`src/rtl/core/smt_pkg.sv`:
```
// Shared types, codes and sizing constants for the set membership table.
package smt_pkg;

  localparam int unsigned SMT_CAPACITY = 64;

  typedef enum logic [1:0] {
    FN_INSERT = 2'd0,
    FN_REMOVE = 2'd1,
    FN_QUERY  = 2'd2,
    FN_SPARE  = 2'd3
  } smt_func_t;

  typedef enum logic [1:0] {
    ST_DONE    = 2'd0,
    ST_PRESENT = 2'd1,
    ST_ABSENT  = 2'd2,
    ST_FULL    = 2'd3
  } smt_status_t;

  typedef struct packed {
    logic [1:0]         func;
    logic signed [31:0] value;
  } smt_in_t;

  typedef struct packed {
    logic [1:0] status;
    logic       member;
    logic [6:0] count;
  } smt_out_t;

  typedef enum logic [1:0] {
    S_IDLE,
    S_SCAN,
    S_DRAIN,
    S_DECIDE
  } smt_state_t;

  // Controller to datapath
  typedef struct packed {
    logic load;
    logic rd_en;
    logic commit;
  } smt_cmd_t;

  // Datapath to controller
  typedef struct packed {
    logic cnt_zero;
    logic scan_last;
  } smt_stat_t;

endpackage

```
`src/rtl/core/set_membership_table_core.sv`:
```
// Top level of the set membership table: controller plus datapath.
//
//   channel   direction  handshake              payload
//   in_       in         start high, busy low   in_data  (func, value)
//   out_      out        out_strobe, one cycle  out_data (status, member, count)
//
// Busy stays high after an item is taken until its commit: the scan reads one entry
// per cycle through the registered read port, the drain state waits for the last read,
// and the decide state commits; an empty set goes straight to the decide state.
// The result shows in the cycle after the commit, while busy is already low.
// Reset empties the set through the fill count alone; no clearing pass.
// The receiver cannot stall; each result is shown for exactly one cycle.
module set_membership_table_core
  import smt_pkg::*;
#(
  parameter int unsigned CAPACITY = SMT_CAPACITY
) (
  input  logic     clk,
  input  logic     rst_n,
  input  logic     start,
  output logic     busy,
  input  smt_in_t  in_data,
  output logic     out_strobe,
  output smt_out_t out_data
);

  smt_cmd_t  cmd;
  smt_stat_t stat;

  smt_ctrl u_ctrl (
    .clk   (clk),
    .rst_n (rst_n),
    .start (start),
    .stat  (stat),
    .busy  (busy),
    .cmd   (cmd)
  );

  smt_datapath #(
    .CAPACITY (CAPACITY)
  ) u_datapath (
    .clk        (clk),
    .rst_n      (rst_n),
    .in_data    (in_data),
    .cmd        (cmd),
    .stat       (stat),
    .out_strobe (out_strobe),
    .out_data   (out_data)
  );

endmodule

```
`src/rtl/core/smt_ctrl.sv`:
```
// Sequencer for one item: scan the held entries, then decide and commit.
module smt_ctrl
  import smt_pkg::*;
(
  input  logic      clk,
  input  logic      rst_n,
  input  logic      start,
  input  smt_stat_t stat,
  output logic      busy,
  output smt_cmd_t  cmd
);

  smt_state_t state_r, state_nxt;

  always_ff @(posedge clk) begin
    if (!rst_n) begin
      state_r <= S_IDLE;
    end else begin
      state_r <= state_nxt;
    end
  end

  always_comb begin
    state_nxt = state_r;
    unique case (state_r)
      S_IDLE: begin
        if (start) begin
          state_nxt = stat.cnt_zero ? S_DECIDE : S_SCAN;
        end
      end
      S_SCAN: begin
        if (stat.scan_last) begin
          state_nxt = S_DRAIN;
        end
      end
      S_DRAIN:  state_nxt = S_DECIDE;
      S_DECIDE: state_nxt = S_IDLE;
      default:  state_nxt = S_IDLE;
    endcase
  end

  always_comb begin
    busy       = 1'b1;
    cmd.load   = 1'b0;
    cmd.rd_en  = 1'b0;
    cmd.commit = 1'b0;
    unique case (state_r)
      S_IDLE: begin
        busy     = 1'b0;
        cmd.load = start;
      end
      S_SCAN:   cmd.rd_en  = 1'b1;
      S_DRAIN:  ;
      S_DECIDE: cmd.commit = 1'b1;
      default:  ;
    endcase
  end

endmodule

```
`src/rtl/core/smt_datapath.sv`:
```
// Value store, scan comparator, fill count and result register.
module smt_datapath
  import smt_pkg::*;
#(
  parameter int unsigned CAPACITY = SMT_CAPACITY
) (
  input  logic      clk,
  input  logic      rst_n,
  input  smt_in_t   in_data,
  input  smt_cmd_t  cmd,
  output smt_stat_t stat,
  output logic      out_strobe,
  output smt_out_t  out_data
);

  localparam int unsigned ADDR_W = $clog2(CAPACITY);
  localparam int unsigned CNT_W  = $clog2(CAPACITY + 1);

  // Held values are packed into entries 0 .. count-1
  logic [31:0] mem [CAPACITY];

  logic [1:0]        func_r;
  logic [31:0]       value_r;
  logic [ADDR_W-1:0] addr_r;
  logic [31:0]       rd_data_r;
  logic [ADDR_W-1:0] rd_idx_r;
  logic              rd_vld_r;
  logic              hit_r;
  logic [ADDR_W-1:0] hit_idx_r;
  logic [CNT_W-1:0]  count_r, count_nxt;
  logic              out_strobe_r;
  smt_out_t          out_data_r, out_data_nxt;

  logic              wr_en;
  logic [ADDR_W-1:0] wr_addr;
  logic [31:0]       wr_data;
  logic              is_full;

  assign stat.cnt_zero  = (count_r == '0);
  assign stat.scan_last = (CNT_W'(addr_r) == count_r - CNT_W'(1));
  assign is_full        = (count_r >= CNT_W'(CAPACITY));

  always_ff @(posedge clk) begin
    if (cmd.load) begin
      func_r  <= in_data.func;
      value_r <= in_data.value;
    end
  end

  always_ff @(posedge clk) begin
    if (!rst_n) begin
      addr_r   <= '0;
      rd_vld_r <= 1'b0;
      hit_r    <= 1'b0;
    end else begin
      rd_vld_r <= cmd.rd_en;
      if (cmd.load) begin
        addr_r <= '0;
        hit_r  <= 1'b0;
      end else begin
        if (cmd.rd_en) begin
          addr_r <= addr_r + ADDR_W'(1);
        end
        if (rd_vld_r && rd_data_r == value_r) begin
          hit_r <= 1'b1;
        end
      end
    end
  end

  always_ff @(posedge clk) begin
    if (rd_vld_r && rd_data_r == value_r) begin
      hit_idx_r <= rd_idx_r;
    end
  end

  // Read port: the last read of a scan leaves the top entry in rd_data_r
  always_ff @(posedge clk) begin
    if (cmd.rd_en) begin
      rd_data_r <= mem[addr_r];
      rd_idx_r  <= addr_r;
    end
  end

  always_ff @(posedge clk) begin
    if (cmd.commit && wr_en) begin
      mem[wr_addr] <= wr_data;
    end
  end

  always_comb begin
    wr_en        = 1'b0;
    wr_addr      = count_r[ADDR_W-1:0];
    wr_data      = value_r;
    count_nxt    = count_r;
    out_data_nxt = '0;
    priority if (func_r == FN_INSERT) begin
      if (hit_r) begin
        out_data_nxt.status = ST_PRESENT;
        out_data_nxt.member = 1'b1;
      end else if (is_full) begin
        out_data_nxt.status = ST_FULL;
        out_data_nxt.member = 1'b0;
      end else begin
        wr_en               = 1'b1;
        count_nxt           = count_r + CNT_W'(1);
        out_data_nxt.status = ST_DONE;
        out_data_nxt.member = 1'b1;
      end
    end else if (func_r == FN_REMOVE) begin
      out_data_nxt.member = 1'b0;
      if (hit_r) begin
        // move the top entry into the hole
        wr_en               = 1'b1;
        wr_addr             = hit_idx_r;
        wr_data             = rd_data_r;
        count_nxt           = count_r - CNT_W'(1);
        out_data_nxt.status = ST_DONE;
      end else begin
        out_data_nxt.status = ST_ABSENT;
      end
    end else begin
      out_data_nxt.status = hit_r ? ST_DONE : ST_ABSENT;
      out_data_nxt.member = hit_r;
    end
    out_data_nxt.count = 7'(count_nxt);
  end

  always_ff @(posedge clk) begin
    if (!rst_n) begin
      count_r      <= '0;
      out_strobe_r <= 1'b0;
    end else begin
      out_strobe_r <= cmd.commit;
      if (cmd.commit) begin
        count_r <= count_nxt;
      end
    end
  end

  always_ff @(posedge clk) begin
    if (cmd.commit) begin
      out_data_r <= out_data_nxt;
    end
  end

  assign out_strobe = out_strobe_r;
  assign out_data   = out_data_r;

endmodule
```
`config.mk`:
```
export PLATFORM = sky130hd
export DESIGN_NAME = set_membership_table_core
export DESIGN_NICKNAME = d
export VERILOG_FILES = /design/src/rtl/core/smt_pkg.sv /design/src/rtl/core/set_membership_table_core.sv /design/src/rtl/core/smt_ctrl.sv /design/src/rtl/core/smt_datapath.sv
export SDC_FILE = /design/constraint.sdc
export NUM_CORES = 2
export LEC_CHECK = 0
export BUFFER_PORTS_ARGS = -buffer_cell sky130_fd_sc_hd__buf_2
export CAP_MARGIN = 40
export CORE_MARGIN = 8
export CORE_UTILIZATION = 50
export DETAILED_ROUTE_END_ITERATION = 12
export PLACE_DENSITY = 0.76
export SYNTH_ARGS = -nofsm -noshare
export SYNTH_HDL_FRONTEND = slang
export SYNTH_SLANG_ARGS = --single-unit
```
`constraint.sdc`:
```
create_clock -name clk -period 4.9 [get_ports clk]
set_input_delay 0.98 -clock clk [delete_from_list [all_inputs] [get_ports clk]]
set_output_delay 0.98 -clock clk [all_outputs]
set_load 0.05 [all_outputs]
```
==> key figures <==
Run status
  • Outcome: completed

Timing
  • Final setup viols: 0
  • Hold Vio Cnt, Final: 0
  • Min cycle time layout: 3.84 ns
  • Relative slew slack: 34.2%
  • Final slew viol count: 0
  • Worst Setup Slack, final: 1.06 ns
  • Worst Max-Slew Pin Slew: 0.983 ns
  • Final cycle utilization of the critical path: around four fifths
  • Unrepaired setup endpoints after global routing: false
  • Clk_skew: slightly below 0.04 ns
  • Fmax: approximately 0.26 GHz
  • Setup TNS Final: 0 ns

Power and ir drop
  • Switching Share: 23.9%
  • Clk pwr share: about 36%
  • Maximum vdd drop: 391 uV
  • Internal power: 0.0322 W
  • Pwr dens: approximately 450 mW/mm^2
  • Sequential share of power: 50.8%
  • Combinational fraction of design power: between 10% and 20%
  • Switching pwr: roughly 0.010 W
  • P_leak: 28.5 nW

Worst setup path
  • Critical Path AT: 4.34 ns
  • Critical path type: reg2reg
  • CP Launch Type: flip-flop
  • Most used cell, CP: buf_4
  • Endpoint class of the critical path: flip-flop
  • Crit path max-delay family: simple AND/OR/NAND/NOR gates
  • CP max FO: 18
  • Critical Path RT: 5.39 ns
  • Critical-path cell list: ha_1, buf_4, clkinv_1, a211oi_1, and2_1, nand2_1, nor2_4, buf_4
  • Slowest cell on crit path: nor2_4
  • Crit-path max cell delay: approximately 0.76 ns
  • Crit path buf inv count: 3

Logic synthesis
  • Post-synth cell types: a little over 60
  • Ys flop type: edfxtp_1
  • Asr flop ratio synth: 0%
  • Area leader, netlist: edfxtp_1
  • Sequential area share after synthesis: 78.4%
  • Post-synth EDFFs: 2136
  • Top cells by area in the synthesized netlist: edfxtp_1, mux4_2, a22oi_1
  • Synthesis Warnings: 0
  • Mapped Area: between 0.08 and 0.09 sq mm
  • Syn Inst Count: 3664
  • Synth Register Bits: about 2200
  • Syn nets: 3709
  • Post-synth top area share: about 78%
  • Mean Syn Cell Area: between 20 and 25 sq um

Global routing
  • GRT overflow: 0
  • Vias in the first global route: 40800
  • Largest net degree at the start of global routing: 118
  • Initial antenna violation count: 11
  • First-pass GRT wire length: 295000 microns
  • Gr usage total: 22.9%

Detailed routing
  • Wire per inst: 33.0 microns
  • TritonRoute pass-1 iters: 6
  • Vias: 40800
  • Post-route DRC: 0
  • DRT iter0 DRCs: 6122
  • ANT nets after route: 0
  • Post-DR vias/cell: 6.48
  • Total Wirelength: approximately 210000 microns

Clocking
  • CTS tree: yes
  • CTS Buffer Depth: 3
  • Worst skew pair latency: 0.84 ns
  • Clk sinks: 2154
  • Cts hold-fix bufs: 0
  • TritonCTS Buffers: 200
  • Post_cts resized: 0
  • Clock root buffer: clkbuf_16
  • Reg clk slew, reported paths: 0.06 ns
  • Htree depth: 4
  • Setup bufs post-CTS: 0

Placement
  • Dpl hpwl: 125000 microns
  • Routability Congestion: 0.938
  • IO Port Bufs: 48
  • Setup WS pre-CTS: between 1 and 1.5 ns

Die
  • Chip width: 422 microns
  • Core ar.: 0.164 sq mm
  • Initial Util: 50.1%
  • Die area: approximately 0.18 sq mm
  • Die Ht: 422 microns
  • I/O pin count: 49
  • Row count: roughly 150

Finish
  • Fillers: 11300
  • Ratio of cells with drive above 1 in the final layout: 28.2%
  • Most frequent cells in the layout: edfxtp_1, mux4_2, clkbuf_16
  • P&R area growth vs syn: 13.6%
  • Commonest non-fill, non-tap cell in the layout: edfxtp_1
  • NumNets Final: slightly below 4000

Run
  • # Max-Cap Violations: 0

Hold path
  • Worst hold path class: in2reg
==> cell usage after synthesis (8+ instances only) <==
master    number
xor2_1        38
nand3_1       19
a22oi_1       89
o21ai_0        8
o22ai_1       92
or4_1         16
dfxtp_1       18
mux2i_1       44
buf_4         32
nand2_1      146
mux4_2       528
clkbuf_1      66
xnor2_1       12
a21oi_1       44
buf_6         19
ha_1           8
nand3b_1      13
buf_1         19
nor2_1       101
nor3_1        29
edfxtp_1    2136
nor4_1        11
buf_2         56
nor2b_1        9
or3_1          9
inv_1         10
==> power by group through the flow <==
stage	Combinational, W	Clock [W]	Sequential, W
5_1_grt	0.00592	0.0160	0.0215
6_report	0.00563	0.0152	0.0215
3_5_place_dp	0.00556	0	0.0218
3_3_place_gp	0.00523	0	0.0219
4_1_cts	0.00562	0.0153	0.0215
2_1_floorplan	0.00380	0	0.0218
==> sequential cells by signal, summed over array words and instances, names as in the netlist, 2 cells and up <==
register,count
u_datapath.rd_data_r,32
u_ctrl.state_r,2
u_datapath.out_data,10
u_datapath.mem,2048
u_datapath.hit_idx_r,6
u_datapath.count_r,7
u_datapath.addr_r,6
u_datapath.rd_idx_r,6
u_datapath.func_r,2
u_datapath.value_r,32
==> path summary, 6_finish.rpt <==
kind                                         start                           endpoint  slack (ns)  depth (start not counted)
setup / recovery    u_ctrl.state_r[0]$_SDFFE_PN0P_   u_datapath.mem[56][12]$_DFFE_PP_        1.06                          8
hold / removal                         in_data[18]   u_datapath.value_r[18]$_DFFE_PP_        0.32                          1
setup reg to reg    u_ctrl.state_r[0]$_SDFFE_PN0P_   u_datapath.mem[56][12]$_DFFE_PP_        1.06                          8
hold reg to reg   u_datapath.rd_idx_r[2]$_DFFE_PP_  u_datapath.hit_idx_r[2]$_DFFE_PP_        0.42                          0
==> metal layers <==
metal  vias up  track usage (%)  routed length [microns]
met2      2758             36.2                    99400
li1      16100                -                        -
met3       441             6.86                    25600
met4        10             8.00                     7900
met5         -                0                       50
met1     21400             30.5                    74500
==> worst reg2reg max path, delay by kind of cell, from the launching register on <==
family | cells | cell delay (ns)
AO/OA/AOI/OAI | 1 | 0.49
adder cells (fa/ha/maj) | 1 | 0.17
buffers and inverters | 3 | 0.84
flip-flops | 1 | 0.40
AND/OR/NAND/NOR | 3 | 1.59
==> cell families after synthesis <==
group	after synthesis	synth area share [%]
xor gates and xnor gates	50	0.532
AOI/OAI and AO/OA	293	2.46
DFF	2154	78.4
buffers and inverters	205	1.35
muxes	578	15.1
and+or+nand+nor	376	2.10
adders and majority gates	8	0.122
==> area by class of cell <==
class	count	area (sq um)	share of cell area (%)
tap	2189	2740	2.93
timing repair buffer	256	2630	2.81
sequential	2154	64500	69.0
clock inverter	103	996	1.06
antenna	4	10.0	0.0107
clock buffer	263	5370	5.74
multi-input combinational	1305	17200	18.4
inverter	12	45.0	0.0482
==> through the flow <==
step	area (sq um)	hold WS [ns]	total power, W	cells	utilization, %
after global placement	86300	0.404	0.0272	5878	52.6
after CTS	93500	0.256	0.0424	6279	56.9
after global routing	93500	0.281	0.0434	6282	56.9
after detailed placement	87100	0.405	0.0274	5913	53.0
final	93500	0.318	0.0423	6286	56.9
after floorplan	82300	0.400	0.0256	3664	-
(Power assumes the default switching activity.)
